$ cat config.mk
export PLATFORM = sky130hd
export DESIGN_NAME = indexed_array_table_top_flat
export DESIGN_NICKNAME = d
export VERILOG_FILES = /design/src/rtl/core/iat_pkg.sv /design/src/rtl/core/iat_if.sv /design/src/rtl/core/indexed_array_table_top.sv /design/src/rtl/core/iat_dpath.sv /design/src/rtl/core/iat_ctrl.sv /design/src/flat_wrapper.sv
export SDC_FILE = /design/constraint.sdc
export NUM_CORES = 2
export LEC_CHECK = 0
export BUFFER_PORTS_ARGS = -buffer_cell sky130_fd_sc_hd__buf_2
export CORE_MARGIN = 5
export CORE_UTILIZATION = 25
export DETAILED_ROUTE_END_ITERATION = 8
export GPL_TIMING_DRIVEN = 0
export MAX_ROUTING_LAYER = met4
export PLACE_DENSITY = 0.38
export SLEW_MARGIN = 40
export SYNTH_ARGS = -nofsm -noshare
export SYNTH_HDL_FRONTEND = slang
export SYNTH_SLANG_ARGS = --single-unit
$ cat constraint.sdc
create_clock -name clock -period 7.3 [get_ports clock]
set_input_delay 1.46 -clock clock [delete_from_list [all_inputs] [get_ports clock]]
set_output_delay 1.46 -clock clock [all_outputs]
set_load 0.02 [all_outputs]
$ cat src/rtl/core/iat_pkg.sv
// Package for the indexed array table: field widths, command and status codes,
// datapath operation codes and the control/flag structures shared by the modules.
// Depends on nothing; compile it first.
package iat_pkg;

   // Default sizes handed to the top level.
   localparam int CAPACITY_DEFAULT  = 64;
   localparam int WORD_BITS_DEFAULT = 32;

   // Fixed widths of the transaction fields.
   localparam int CMD_BITS    = 3;
   localparam int POS_BITS    = 8;
   localparam int RUN_BITS    = 8;
   localparam int DATA_BITS   = 32;
   localparam int LENGTH_BITS = 7;
   localparam int STATUS_BITS = 2;

   // Command codes.
   localparam logic [CMD_BITS-1:0] CMD_PUSH   = 3'd0;
   localparam logic [CMD_BITS-1:0] CMD_POP    = 3'd1;
   localparam logic [CMD_BITS-1:0] CMD_INSERT = 3'd2;
   localparam logic [CMD_BITS-1:0] CMD_SET    = 3'd3;
   localparam logic [CMD_BITS-1:0] CMD_DELETE = 3'd4;
   localparam logic [CMD_BITS-1:0] CMD_GET    = 3'd5;
   localparam logic [CMD_BITS-1:0] CMD_CLEAR  = 3'd6;

   // Status codes.
   localparam logic [STATUS_BITS-1:0] ST_OK    = 2'd0;
   localparam logic [STATUS_BITS-1:0] ST_FULL  = 2'd1;
   localparam logic [STATUS_BITS-1:0] ST_EMPTY = 2'd2;

   // One datapath operation per cycle, chosen by the controller.
   typedef enum logic [4:0] {
      DP_NOP,
      DP_SET_FULL,
      DP_SET_EMPTY,
      DP_CAPTURE,
      DP_PUSH_WR,
      DP_POP_RD,
      DP_GET_RD,
      DP_SET_WR,
      DP_FILL_START,
      DP_FILL_ZERO,
      DP_FILL_LAST,
      DP_INS_START,
      DP_UP_RD,
      DP_UP_WR,
      DP_INS_LAST,
      DP_DEL_TRUNC,
      DP_DEL_START,
      DP_DN_RD,
      DP_DN_WR,
      DP_DEL_LAST,
      DP_CLEAR
   } dp_op_type;

   // Commands from the controller to the datapath.
   typedef struct packed {
      logic      load_req;
      dp_op_type op;
   } ctl_cmd_type;

   // Status from the datapath back to the controller.
   typedef struct packed {
      logic [CMD_BITS-1:0] command;
      logic                pos_lt_count;
      logic                pos_ge_cap;
      logic                is_full;
      logic                is_empty;
      logic                run_zero;
      logic                end_ge_count;
      logic                fill_more;
      logic                up_more;
      logic                dn_more;
   } dp_flags_type;

endpackage

$ cat src/rtl/core/iat_if.sv
// Channel interfaces of the indexed array table: request and response, each with
// valid/ready handshake and payload. Depends on iat_pkg for the field widths.
interface iat_req_if;
   logic                             valid;
   logic                             ready;
   logic [iat_pkg::CMD_BITS-1:0]     command;
   logic [iat_pkg::POS_BITS-1:0]     position;
   logic [iat_pkg::RUN_BITS-1:0]     run_count;
   logic [iat_pkg::DATA_BITS-1:0]    write_word;

   modport source (output valid, command, position, run_count, write_word, input ready);
   modport sink   (input valid, command, position, run_count, write_word, output ready);
endinterface

interface iat_rsp_if;
   logic                             valid;
   logic                             ready;
   logic [iat_pkg::DATA_BITS-1:0]    read_word;
   logic [iat_pkg::LENGTH_BITS-1:0]  fill_length;
   logic [iat_pkg::STATUS_BITS-1:0]  status;

   modport source (output valid, read_word, fill_length, status, input ready);
   modport sink   (input valid, read_word, fill_length, status, output ready);
endinterface

$ cat src/rtl/core/indexed_array_table_top.sv
// Top level of the indexed array table: joins the controller and the datapath to
// the request and response channels. Depends on iat_pkg, iat_if, iat_ctrl, iat_dpath.
//
//   channel    direction   handshake    payload
//   req_chan   in          valid/ready  command, position, run_count, write_word
//   rsp_chan   out         valid/ready  read_word, fill_length, status
//
// Push, set, clear, truncating delete and the no-change cases finish in the execute
// state; pop and get add a wait for the registered memory read. Set or insert at or
// past the end zeroes the gap entries one at a time before writing the word, and
// insert or delete inside the array moves each entry with a read and then a write,
// as the entry memory has a single read and a single write port.
// A new transaction is accepted in the cycle the previous response is taken.
// Reset is synchronous and empties the array; entry contents are left as they are.
module indexed_array_table_top #(
   parameter int CAPACITY  = iat_pkg::CAPACITY_DEFAULT,
   parameter int WORD_BITS = iat_pkg::WORD_BITS_DEFAULT
) (
   input  logic       clock,
   input  logic       reset,
   iat_req_if.sink    req_chan,
   iat_rsp_if.source  rsp_chan
);

   iat_pkg::ctl_cmd_type  ctl;
   iat_pkg::dp_flags_type flags;

   // Command sequencer.
   iat_ctrl u_ctrl (
      .clock     (clock),
      .reset     (reset),
      .req_valid (req_chan.valid),
      .req_ready (req_chan.ready),
      .rsp_valid (rsp_chan.valid),
      .rsp_ready (rsp_chan.ready),
      .flags     (flags),
      .ctl       (ctl)
   );

   // Entry storage and arithmetic.
   iat_dpath #(
      .CAPACITY  (CAPACITY),
      .WORD_BITS (WORD_BITS)
   ) u_dpath (
      .clock       (clock),
      .reset       (reset),
      .ctl         (ctl),
      .command     (req_chan.command),
      .position    (req_chan.position),
      .run_count   (req_chan.run_count),
      .write_word  (req_chan.write_word),
      .flags       (flags),
      .read_word   (rsp_chan.read_word),
      .fill_length (rsp_chan.fill_length),
      .status      (rsp_chan.status)
   );

`ifndef SYNTHESIS
   // A waiting response holds off new requests.
   a_stall_blocks_req: assert property (@(posedge clock) disable iff (reset)
      (rsp_chan.valid && !rsp_chan.ready) |-> !req_chan.ready)
      else $error("Request accepted while a response was still waiting.");

   // No response is shown in the cycle after a request is accepted.
   a_no_early_rsp: assert property (@(posedge clock) disable iff (reset)
      (req_chan.valid && req_chan.ready) |=> !rsp_chan.valid)
      else $error("Response raised in the cycle after acceptance.");

   // An empty status only ever reports an empty array.
   a_empty_len: assert property (@(posedge clock) disable iff (reset)
      (rsp_chan.valid && (rsp_chan.status == iat_pkg::ST_EMPTY)) |->
         (rsp_chan.fill_length == '0))
      else $error("Empty status with a non-zero fill length.");
`endif

endmodule

$ cat src/rtl/core/iat_dpath.sv
// Datapath of the indexed array table: entry memory, fill length, move pointer,
// latched request and response registers. Depends on iat_pkg; driven by iat_ctrl.
module iat_dpath #(
   parameter int CAPACITY  = iat_pkg::CAPACITY_DEFAULT,
   parameter int WORD_BITS = iat_pkg::WORD_BITS_DEFAULT
) (
   input  logic                               clock,
   input  logic                               reset,
   input  iat_pkg::ctl_cmd_type               ctl,
   input  logic [iat_pkg::CMD_BITS-1:0]       command,
   input  logic [iat_pkg::POS_BITS-1:0]       position,
   input  logic [iat_pkg::RUN_BITS-1:0]       run_count,
   input  logic [iat_pkg::DATA_BITS-1:0]      write_word,
   output iat_pkg::dp_flags_type              flags,
   output logic [iat_pkg::DATA_BITS-1:0]      read_word,
   output logic [iat_pkg::LENGTH_BITS-1:0]    fill_length,
   output logic [iat_pkg::STATUS_BITS-1:0]    status
);

   localparam int AW       = $clog2(CAPACITY);
   localparam int LEN_BITS = $clog2(CAPACITY + 1);
   localparam int CW       = (LEN_BITS > iat_pkg::POS_BITS + 1) ? LEN_BITS
                                                                  : iat_pkg::POS_BITS + 1;
   localparam int DB       = iat_pkg::DATA_BITS;
   localparam int LB       = iat_pkg::LENGTH_BITS;

   // Latched request.
   logic [iat_pkg::CMD_BITS-1:0]    cmd_ff;
   logic [iat_pkg::POS_BITS-1:0]    pos_ff;
   logic [iat_pkg::RUN_BITS-1:0]    run_ff;
   logic [WORD_BITS-1:0]            word_ff;

   // Array state and working registers.
   logic [LEN_BITS-1:0]             count_ff, count_in;
   logic [LEN_BITS-1:0]             ptr_ff, ptr_in;
   logic [DB-1:0]                   rd_word_ff, rd_word_in;
   logic [iat_pkg::STATUS_BITS-1:0] status_ff, status_in;

   // Entry memory with one write port and one registered read port.
   logic [WORD_BITS-1:0]            entries_ff [CAPACITY];
   logic [WORD_BITS-1:0]            rdata_ff;
   logic                            mem_we;
   logic [AW-1:0]                   mem_waddr;
   logic [AW-1:0]                   mem_raddr;
   logic [WORD_BITS-1:0]            mem_wdata;

   // Widened views for compares and index arithmetic.
   logic [CW-1:0] pos_w, run_w, count_w, ptr_w, end_w, cap_w;

   assign pos_w   = CW'(pos_ff);
   assign run_w   = CW'(run_ff);
   assign count_w = CW'(count_ff);
   assign ptr_w   = CW'(ptr_ff);
   assign end_w   = pos_w + run_w;
   assign cap_w   = CW'(CAPACITY);

   // Status flags for the controller.
   always_comb begin
      flags.command      = cmd_ff;
      flags.pos_lt_count = (pos_w < count_w);
      flags.pos_ge_cap   = (pos_w >= cap_w);
      flags.is_full      = (count_w == cap_w);
      flags.is_empty     = (count_ff == '0);
      flags.run_zero     = (run_ff == '0);
      flags.end_ge_count = (end_w >= count_w);
      flags.fill_more    = (ptr_w < pos_w);
      flags.up_more      = (ptr_w > pos_w);
      flags.dn_more      = (ptr_w < count_w);
   end

   // Operation decode: memory port controls and next register values.
   always_comb begin
      mem_we     = 1'b0;
      mem_waddr  = AW'(ptr_ff);
      mem_raddr  = AW'(ptr_ff);
      mem_wdata  = word_ff;
      count_in   = count_ff;
      ptr_in     = ptr_ff;
      rd_word_in = rd_word_ff;
      status_in  = status_ff;
      unique case (ctl.op)
         iat_pkg::DP_SET_FULL:  status_in = iat_pkg::ST_FULL;
         iat_pkg::DP_SET_EMPTY: status_in = iat_pkg::ST_EMPTY;
         iat_pkg::DP_CAPTURE:   rd_word_in = DB'(rdata_ff);
         iat_pkg::DP_PUSH_WR: begin
            mem_we    = 1'b1;
            mem_waddr = AW'(count_ff);
            count_in  = count_ff + LEN_BITS'(1);
         end
         iat_pkg::DP_POP_RD: begin
            mem_raddr = AW'(count_ff - LEN_BITS'(1));
            count_in  = count_ff - LEN_BITS'(1);
         end
         iat_pkg::DP_GET_RD: mem_raddr = AW'(pos_ff);
         iat_pkg::DP_SET_WR: begin
            mem_we    = 1'b1;
            mem_waddr = AW'(pos_ff);
         end
         iat_pkg::DP_FILL_START: ptr_in = count_ff;
         iat_pkg::DP_FILL_ZERO: begin
            mem_we    = 1'b1;
            mem_waddr = AW'(ptr_ff);
            mem_wdata = '0;
            ptr_in    = ptr_ff + LEN_BITS'(1);
         end
         iat_pkg::DP_FILL_LAST: begin
            mem_we    = 1'b1;
            mem_waddr = AW'(pos_ff);
            count_in  = LEN_BITS'(pos_w + CW'(1));
         end
         iat_pkg::DP_INS_START: ptr_in = count_ff;
         iat_pkg::DP_UP_RD: mem_raddr = AW'(ptr_ff - LEN_BITS'(1));
         iat_pkg::DP_UP_WR: begin
            mem_we    = 1'b1;
            mem_waddr = AW'(ptr_ff);
            mem_wdata = rdata_ff;
            ptr_in    = ptr_ff - LEN_BITS'(1);
         end
         iat_pkg::DP_INS_LAST: begin
            mem_we    = 1'b1;
            mem_waddr = AW'(pos_ff);
            count_in  = count_ff + LEN_BITS'(1);
         end
         iat_pkg::DP_DEL_TRUNC: count_in = LEN_BITS'(pos_w);
         iat_pkg::DP_DEL_START: ptr_in = LEN_BITS'(end_w);
         iat_pkg::DP_DN_RD: mem_raddr = AW'(ptr_ff);
         iat_pkg::DP_DN_WR: begin
            mem_we    = 1'b1;
            mem_waddr = AW'(ptr_w - run_w);
            mem_wdata = rdata_ff;
            ptr_in    = ptr_ff + LEN_BITS'(1);
         end
         iat_pkg::DP_DEL_LAST: count_in = LEN_BITS'(count_w - run_w);
         iat_pkg::DP_CLEAR:    count_in = '0;
         default: ;
      endcase
      // A new transaction starts with a clean response.
      if (ctl.load_req) begin
         rd_word_in = '0;
         status_in  = iat_pkg::ST_OK;
      end
   end

   // Fill length is control state and is cleared by reset.
   always_ff @(posedge clock) begin
      if (reset) begin
         count_ff <= '0;
      end else begin
         count_ff <= count_in;
      end
   end

   // Payload and working registers.
   always_ff @(posedge clock) begin
      if (ctl.load_req) begin
         cmd_ff  <= command;
         pos_ff  <= position;
         run_ff  <= run_count;
         word_ff <= WORD_BITS'(write_word);
      end
      ptr_ff     <= ptr_in;
      rd_word_ff <= rd_word_in;
      status_ff  <= status_in;
   end

   // Entry memory.
   always_ff @(posedge clock) begin
      if (mem_we) begin
         entries_ff[mem_waddr] <= mem_wdata;
      end
      rdata_ff <= entries_ff[mem_raddr];
   end

   assign read_word   = rd_word_ff;
   assign fill_length = LB'(count_ff);
   assign status      = status_ff;

endmodule

$ cat src/rtl/core/iat_ctrl.sv
// Controller of the indexed array table: the command sequencer and the response
// valid flag. Depends on iat_pkg; steers iat_dpath through ctl_cmd_type.
module iat_ctrl (
   input  logic                  clock,
   input  logic                  reset,
   input  logic                  req_valid,
   output logic                  req_ready,
   output logic                  rsp_valid,
   input  logic                  rsp_ready,
   input  iat_pkg::dp_flags_type flags,
   output iat_pkg::ctl_cmd_type  ctl
);

   typedef enum logic [2:0] {
      S_IDLE,
      S_EXEC,
      S_READ_WAIT,
      S_FILL,
      S_UP_CHK,
      S_UP_WAIT,
      S_DN_CHK,
      S_DN_WAIT
   } state_type;

   state_type state_ff, state_in;
   logic      rsp_valid_ff, rsp_valid_in;
   logic      done;

   // A new transaction is taken only once the response register is free.
   assign req_ready = (state_ff == S_IDLE) && (!rsp_valid_ff || rsp_ready);
   assign rsp_valid = rsp_valid_ff;

   // Next state and datapath command.
   always_comb begin
      state_in     = state_ff;
      ctl.load_req = 1'b0;
      ctl.op       = iat_pkg::DP_NOP;
      done         = 1'b0;
      unique case (state_ff)
         S_IDLE: begin
            if (req_valid && req_ready) begin
               ctl.load_req = 1'b1;
               state_in     = S_EXEC;
            end
         end
         S_EXEC: begin
            unique case (flags.command)
               iat_pkg::CMD_PUSH: begin
                  ctl.op = flags.is_full ? iat_pkg::DP_SET_FULL : iat_pkg::DP_PUSH_WR;
                  done   = 1'b1;
               end
               iat_pkg::CMD_POP: begin
                  if (flags.is_empty) begin
                     ctl.op = iat_pkg::DP_SET_EMPTY;
                     done   = 1'b1;
                  end else begin
                     ctl.op   = iat_pkg::DP_POP_RD;
                     state_in = S_READ_WAIT;
                  end
               end
               iat_pkg::CMD_INSERT: begin
                  if (!flags.pos_lt_count) begin
                     if (flags.pos_ge_cap) begin
                        ctl.op = iat_pkg::DP_SET_FULL;
                        done   = 1'b1;
                     end else begin
                        ctl.op   = iat_pkg::DP_FILL_START;
                        state_in = S_FILL;
                     end
                  end else if (flags.is_full) begin
                     ctl.op = iat_pkg::DP_SET_FULL;
                     done   = 1'b1;
                  end else begin
                     ctl.op   = iat_pkg::DP_INS_START;
                     state_in = S_UP_CHK;
                  end
               end
               iat_pkg::CMD_SET: begin
                  if (!flags.pos_lt_count) begin
                     if (flags.pos_ge_cap) begin
                        ctl.op = iat_pkg::DP_SET_FULL;
                        done   = 1'b1;
                     end else begin
                        ctl.op   = iat_pkg::DP_FILL_START;
                        state_in = S_FILL;
                     end
                  end else begin
                     ctl.op = iat_pkg::DP_SET_WR;
                     done   = 1'b1;
                  end
               end
               iat_pkg::CMD_DELETE: begin
                  if (flags.pos_lt_count && !flags.run_zero) begin
                     if (flags.end_ge_count) begin
                        ctl.op = iat_pkg::DP_DEL_TRUNC;
                        done   = 1'b1;
                     end else begin
                        ctl.op   = iat_pkg::DP_DEL_START;
                        state_in = S_DN_CHK;
                     end
                  end else begin
                     done = 1'b1;
                  end
               end
               iat_pkg::CMD_GET: begin
                  if (flags.pos_lt_count) begin
                     ctl.op   = iat_pkg::DP_GET_RD;
                     state_in = S_READ_WAIT;
                  end else begin
                     done = 1'b1;
                  end
               end
               iat_pkg::CMD_CLEAR: begin
                  ctl.op = iat_pkg::DP_CLEAR;
                  done   = 1'b1;
               end
               default: done = 1'b1;
            endcase
         end
         S_READ_WAIT: begin
            ctl.op = iat_pkg::DP_CAPTURE;
            done   = 1'b1;
         end
         // Zero the gap below the target index, then write the word there.
         S_FILL: begin
            if (flags.fill_more) begin
               ctl.op = iat_pkg::DP_FILL_ZERO;
            end else begin
               ctl.op = iat_pkg::DP_FILL_LAST;
               done   = 1'b1;
            end
         end
         // Move the tail up one entry at a time, from the top down.
         S_UP_CHK: begin
            if (flags.up_more) begin
               ctl.op   = iat_pkg::DP_UP_RD;
               state_in = S_UP_WAIT;
            end else begin
               ctl.op = iat_pkg::DP_INS_LAST;
               done   = 1'b1;
            end
         end
         S_UP_WAIT: begin
            ctl.op   = iat_pkg::DP_UP_WR;
            state_in = S_UP_CHK;
         end
         // Move the tail down over the deleted run, from the bottom up.
         S_DN_CHK: begin
            if (flags.dn_more) begin
               ctl.op   = iat_pkg::DP_DN_RD;
               state_in = S_DN_WAIT;
            end else begin
               ctl.op = iat_pkg::DP_DEL_LAST;
               done   = 1'b1;
            end
         end
         S_DN_WAIT: begin
            ctl.op   = iat_pkg::DP_DN_WR;
            state_in = S_DN_CHK;
         end
         default: state_in = S_IDLE;
      endcase
      if (done) begin
         state_in = S_IDLE;
      end
   end

   // Response valid: raised when a transaction completes, dropped when taken.
   always_comb begin
      rsp_valid_in = rsp_valid_ff;
      if (rsp_valid_ff && rsp_ready) begin
         rsp_valid_in = 1'b0;
      end
      if (done) begin
         rsp_valid_in = 1'b1;
      end
   end

   // State and registered outputs.
   always_ff @(posedge clock) begin
      if (reset) begin
         state_ff     <= S_IDLE;
         rsp_valid_ff <= 1'b0;
      end else begin
         state_ff     <= state_in;
         rsp_valid_ff <= rsp_valid_in;
      end
   end

endmodule

$ cat src/flat_wrapper.sv
// flat-port wrapper written by rule: the top's interface ports become plain ports
module indexed_array_table_top_flat 
#(
   parameter int CAPACITY  = iat_pkg::CAPACITY_DEFAULT,
   parameter int WORD_BITS = iat_pkg::WORD_BITS_DEFAULT
)
  (clock, reset, req_chan_valid, req_chan_command, req_chan_position, req_chan_run_count, req_chan_write_word, req_chan_ready, rsp_chan_valid, rsp_chan_read_word, rsp_chan_fill_length, rsp_chan_status, rsp_chan_ready);
  iat_req_if req_chan_i ();
  iat_rsp_if rsp_chan_i ();
  input  logic clock;
  input  logic reset;
  input wire logic [$bits(req_chan_i.valid)-1:0] req_chan_valid;
  input wire logic [$bits(req_chan_i.command)-1:0] req_chan_command;
  input wire logic [$bits(req_chan_i.position)-1:0] req_chan_position;
  input wire logic [$bits(req_chan_i.run_count)-1:0] req_chan_run_count;
  input wire logic [$bits(req_chan_i.write_word)-1:0] req_chan_write_word;
  output wire logic [$bits(req_chan_i.ready)-1:0] req_chan_ready;
  output wire logic [$bits(rsp_chan_i.valid)-1:0] rsp_chan_valid;
  output wire logic [$bits(rsp_chan_i.read_word)-1:0] rsp_chan_read_word;
  output wire logic [$bits(rsp_chan_i.fill_length)-1:0] rsp_chan_fill_length;
  output wire logic [$bits(rsp_chan_i.status)-1:0] rsp_chan_status;
  input wire logic [$bits(rsp_chan_i.ready)-1:0] rsp_chan_ready;
  assign req_chan_i.valid = req_chan_valid;
  assign req_chan_i.command = req_chan_command;
  assign req_chan_i.position = req_chan_position;
  assign req_chan_i.run_count = req_chan_run_count;
  assign req_chan_i.write_word = req_chan_write_word;
  assign req_chan_ready = req_chan_i.ready;
  assign rsp_chan_valid = rsp_chan_i.valid;
  assign rsp_chan_read_word = rsp_chan_i.read_word;
  assign rsp_chan_fill_length = rsp_chan_i.fill_length;
  assign rsp_chan_status = rsp_chan_i.status;
  assign rsp_chan_i.ready = rsp_chan_ready;
  indexed_array_table_top #(.CAPACITY(CAPACITY), .WORD_BITS(WORD_BITS)) u_core (.clock(clock), .reset(reset), .req_chan(req_chan_i), .rsp_chan(rsp_chan_i));
endmodule
==> summary.txt <==
GRT
------------------------------------------------------------------------------------------------------
Leftover overflow at the end of global routing                                                       0
Largest net degree at the start of global routing                                                   54
First-pass GRT wire length                                                                      482 mm
Global routing met3 resource utilization                                                         2.98%
Met1 Use GR                                                                                      26.9%
Number of global-route vias before repair                                                        55.4k
GR peak layer                                                                                     met2
Initial antenna violation count                                                                     34
Global Route met2 Usage                                                                          29.7%
GRT Total Usage                                                                                  19.6%

TIMING
------------------------------------------------------------------------------------------------------
Max-slew violation count                                                                             0
Worst setup margin                                                                            0.148 ns
Worst clock skew on the final layout                                                         0.0516 ns
Max-slew headroom                                                                                36.6%
Transition time of the tightest slew-check pin                                                0.951 ns
Period Utilization, post-route                                                                   98.0%
Final count of hold timing violations                                                                0
Period minus WS final                                                                          7.15 ns
Finish-stage setup viols                                                                             0
Peak Freq                                                                                      140 MHz
Setup TNS                                                                                         0 ns

PWR
------------------------------------------------------------------------------------------------------
Power consumption                                                                             43200 µW
Pwr Density                                                                                 392 nW/µm²
IR Drop Worst-Case VDD                                                                        0.291 mV
Leakage                                                                                      0.0369 µW

ROUTING
------------------------------------------------------------------------------------------------------
Number of optimization iterations in the first detailed-route pass                                   6
Remaining antenna violation count                                                                    0
Routed wire length                                                                              357 mm
Total number of vias                                                                             57.5k
Number of vias per cell after detailed routing                                                    4.97
Detailed-route DRC error count                                                                       0
Final routed wire length divided by cell count                                                 30.9 µm
Violation count after the first detailed-route iteration                                          6327

FINISH
------------------------------------------------------------------------------------------------------
Core utilization of the finished layout                                                          31.6%
Sequential cell area                                                                         64800 µm²
Design Area, Final                                                                          110000 µm²
Multi-input logic area                                                                       23800 µm²
Fill cells                                                                                       34.4k
Final nets                                                                                        6859
Synthesis-to-finish area growth                                                                  26.2%
Layout cells sized above 1                                                                       20.7%

SYNTHESIS
------------------------------------------------------------------------------------------------------
Fraction of the mapped netlist area in adder cells                                              0.770%
Xor and xnor fraction of the mapped netlist area                                                0.260%
Dominant combinational cell family by area after synthesis                                simple AND/OR/NAND/NOR gates
Primary flip-flop cell chosen by synthesis mapping                                        sky130_fd_sc_hd__edfxtp_1
Register area share after synthesis                                                              74.1%
Number of flip-flops and latches in the synthesized netlist                                       2183
Basic-gate share of the synthesized area counting and, or, nand and nor cells                    9.32%
Synth Area per Inst                                                                           14.3 µm²
Compound-Gate Fraction of Synth Area                                                             8.44%
Post-synth EDFFs                                                                                  2106
Net Count, Synth                                                                                  6203
Share of cell area taken by muxes after synthesis                                                4.91%
Post-synthesis cell area                                                                     87400 µm²
Cell count after synthesis                                                                        6096
Count of different cell masters after synthesis                                                     91
Async set or reset register ratio after synthesis                                                   0%
Number of warning messages in the yosys log                                                          0

FLOORPLANNING
------------------------------------------------------------------------------------------------------
IO Count                                                                                            98
Core box area                                                                               349000 µm²
Rows                                                                                               217
Die Outline Area                                                                            362000 µm²
Chip width                                                                                      601 µm
Effective utilization at floorplan                                                               25.1%
Die extent in y                                                                                 601 µm

WORST SETUP PATH
------------------------------------------------------------------------------------------------------
Worst Reg2Reg Path Length in Cells                                                                  28
Launch instance of the worst register-to-register path                                    u_core.u_dpath.pos_ff[0]$_DFFE_PP_
Critical path required time                                                                    8.13 ns
Nature of the critical path endpoint                                                              flop
Max Fanout on Critical Path                                                                         10
Kind of start point of the critical path                                                          flop
Cell at the slowest stage of the critical path                                            sky130_fd_sc_hd__or3_1
Critical path class                                                                       flop to flop
Buffer and inverter count on the worst path                                                          7
Flop-to-flop setup slack                                                                       0.15 ns
Largest stage delay, worst path                                                                0.46 ns
Crit path top cell by count                                                               sky130_fd_sc_hd__buf_6
RR Endpoint                                                                               u_core.u_dpath.rdata_ff[27]$_DFF_P_
Data arrival time of the critical path                                                         7.98 ns
Crit-path leading delay family                                                            compound AO/OA/AOI/OAI gates

CTS
------------------------------------------------------------------------------------------------------
CTS tree                                                                                           yes
Maximum buffer depth of the clock tree                                                               4
Worst-skew pair later-pin latency                                                              0.93 ns
Cts hold-fix bufs                                                                                    0
TritonCTS Buffers                                                                                  243
Clock transition at the register clock pins on the worst setup and hold paths after CTS        0.06 ns
H-Tree Depth                                                                                         4
Cell at the root of the clock tree                                                        sky130_fd_sc_hd__clkbuf_16
Clock net sink count                                                                              2183

PLACE
------------------------------------------------------------------------------------------------------
Weighted congestion at the end of routability-driven global placement                            0.904
Final HPWL DP                                                                                   255 mm
Post-placement setup slack                                                                    -1.74 ns
Placed standard-cell area                                                                    99600 µm²
I/O Buffers                                                                                         96

RUN STATUS
------------------------------------------------------------------------------------------------------
Result of the run                                                                         finished, final reports clean

FLOW RUN
------------------------------------------------------------------------------------------------------
# Max-Cap Violations                                                                                 0

WORST HOLD PATH
------------------------------------------------------------------------------------------------------
Hold wc startpoint                                                                        u_core.u_dpath.rdata_ff[15]$_DFF_P_
Type of the most critical hold path                                                       flop to flop
Endpoint with the worst hold slack                                                        u_core.u_dpath.read_word[15]$_SDFFE_PP0N_
Number of cells on the worst hold path                                                               2

worst max path at each step:
stage                                       startpoint                                          end  slack, ns  cells after the start
detailed placement  u_core.u_dpath.pos_ff[0]$_DFFE_PP_          u_core.u_dpath.rdata_ff[18]$_DFF_P_      -1.74                     26
floorplan           u_core.u_dpath.pos_ff[0]$_DFFE_PP_   u_core.u_dpath.entries_ff[29][0]$_DFFE_PP_       0.52                     23
CTS                 u_core.u_dpath.pos_ff[0]$_DFFE_PP_  u_core.u_dpath.entries_ff[24][18]$_DFFE_PP_      -0.12                     26
global route        u_core.u_dpath.pos_ff[0]$_DFFE_PP_   u_core.u_dpath.entries_ff[41][1]$_DFFE_PP_      -0.04                     25
global placement    u_core.u_dpath.pos_ff[0]$_DFFE_PP_          u_core.u_dpath.rdata_ff[13]$_DFF_P_      -4.20                     24
finish              u_core.u_dpath.pos_ff[0]$_DFFE_PP_          u_core.u_dpath.rdata_ff[27]$_DFF_P_       0.15                     28
logic make-up (layout without fill, tap and decap cells):
family | after synthesis | in the layout
other cells | 0 | 21
simple gates | 1819 | 1819
buf+inv | 417 | 1266
xor+xnor | 26 | 26
compound gates | 1173 | 1173
fa+ha+maj | 52 | 52
flops | 2183 | 2183
mux | 426 | 426
worst min-delay path, stage by stage (launching register included):
cell and delay (ns):
sky130_fd_sc_hd__dfxtp_1 0.32, sky130_fd_sc_hd__nand2_1 0.07, sky130_fd_sc_hd__a21oi_1 0.05
cell type report:
type                    count  area share, %
clock inverters           136           1.01
flip-flops and latches   2183           58.7
multi-input cells        3496           21.6
plain buffers             383           2.36
diodes                     21         0.0476
repair buffers            412           5.13
inverters                  33          0.112
clock buffers             302           5.83
well taps                4599           5.22
power by group:
part,switching [µW],internal (µW)
registers,300,14900
clock network,5130,6790
logic,11600,4490
synthesized netlist by cell type (19+ instances only):
cell type                   count  area [µm²]
sky130_fd_sc_hd__dfxtp_1       77        1540
sky130_fd_sc_hd__o41ai_1       26         228
sky130_fd_sc_hd__xnor2_1       20         175
sky130_fd_sc_hd__inv_1         33         124
sky130_fd_sc_hd__nor2_1       170         638
sky130_fd_sc_hd__o22ai_1      168        1050
sky130_fd_sc_hd__a31oi_1       33         206
sky130_fd_sc_hd__a21oi_1      477        2390
sky130_fd_sc_hd__nand2_1     1134        4260
sky130_fd_sc_hd__buf_1         30         113
sky130_fd_sc_hd__mux2_2        26         293
sky130_fd_sc_hd__nand3_1      179         896
sky130_fd_sc_hd__edfxtp_1    2106       63200
sky130_fd_sc_hd__clkbuf_1     198         743
sky130_fd_sc_hd__buf_2        110         551
sky130_fd_sc_hd__o21a_1        30         225
sky130_fd_sc_hd__and3_1        20         125
sky130_fd_sc_hd__or4_1         75         563
sky130_fd_sc_hd__buf_4         35         263
sky130_fd_sc_hd__a2111oi_0    100         876
sky130_fd_sc_hd__a22o_1        39         342
sky130_fd_sc_hd__nand4_1       19         119
sky130_fd_sc_hd__mux2i_1      400        4000
sky130_fd_sc_hd__ha_1          49         613
sky130_fd_sc_hd__a211oi_1      23         173
sky130_fd_sc_hd__nand4bb_1     20         225
sky130_fd_sc_hd__o21ai_0      149         746
sky130_fd_sc_hd__nor4_1        73         457
sky130_fd_sc_hd__nor3_1        45         225
registers in the layout, indices dropped and copies added, names as in the netlist, 2 cells and up:
signal	cells
u_core.u_dpath.rdata_ff	32
u_core.u_dpath.ptr_ff	7
u_core.u_dpath.run_ff	8
u_core.u_dpath.word_ff	32
u_core.u_dpath.status	2
u_core.u_dpath.entries_ff	2048
u_core.u_dpath.pos_ff	8
u_core.u_dpath.cmd_ff	3
u_core.u_dpath.read_word	32
u_core.u_ctrl.state_ff	3
u_core.u_dpath.fill_length	7
metrics by stage:
| step | hold WS [ns] | instances |
|---|---|---|
| 3_5_place_dp | 0.446 | 11000 |
| 3_3_place_gp | 0.448 | 10800 |
| 6_report | 0.455 | 11600 |
| 4_1_cts | 0.454 | 11500 |
| 5_1_grt | 0.478 | 11600 |
| 2_1_floorplan | 0.432 | 6096 |
placed cells by master, fill, tap and decap left out, types with 47 or more instances in the layout:
master	count
sky130_fd_sc_hd__a21oi_1	465
sky130_fd_sc_hd__buf_12	47
sky130_fd_sc_hd__buf_16	91
sky130_fd_sc_hd__buf_2	175
sky130_fd_sc_hd__buf_4	148
sky130_fd_sc_hd__buf_6	53
sky130_fd_sc_hd__buf_8	80
sky130_fd_sc_hd__clkbuf_1	124
sky130_fd_sc_hd__clkbuf_16	247
sky130_fd_sc_hd__clkbuf_2	79
sky130_fd_sc_hd__clkinv_1	61
sky130_fd_sc_hd__dfxtp_1	77
sky130_fd_sc_hd__edfxtp_1	2106
sky130_fd_sc_hd__ha_1	49
sky130_fd_sc_hd__mux2i_1	398
sky130_fd_sc_hd__nand2_1	1130
sky130_fd_sc_hd__nand3_1	165
sky130_fd_sc_hd__nor2_1	96
sky130_fd_sc_hd__nor2_4	70
sky130_fd_sc_hd__o21ai_0	147
sky130_fd_sc_hd__o22ai_1	168
sky130_fd_sc_hd__or4_1	60
timing repair:
action                                  in CTS  in global routing
pin swaps                                   69                 30
setup buffers                               64                 22
resized for setup                          409                187
endpoints found under the setup margin    1948               1832
routing by layer:
layer | part of all wire [%] | wire (µm) | vias to the layer above
li1 | - | - | 24800
met2 | 45 | 160000 | 2322
met3 | 7.0 | 25100 | 497
met5 | 0 | 0 | -
met4 | 3.9 | 13900 | 0
met1 | 44 | 159000 | 30000
Note: power is estimated with default switching activity, not from simulation.
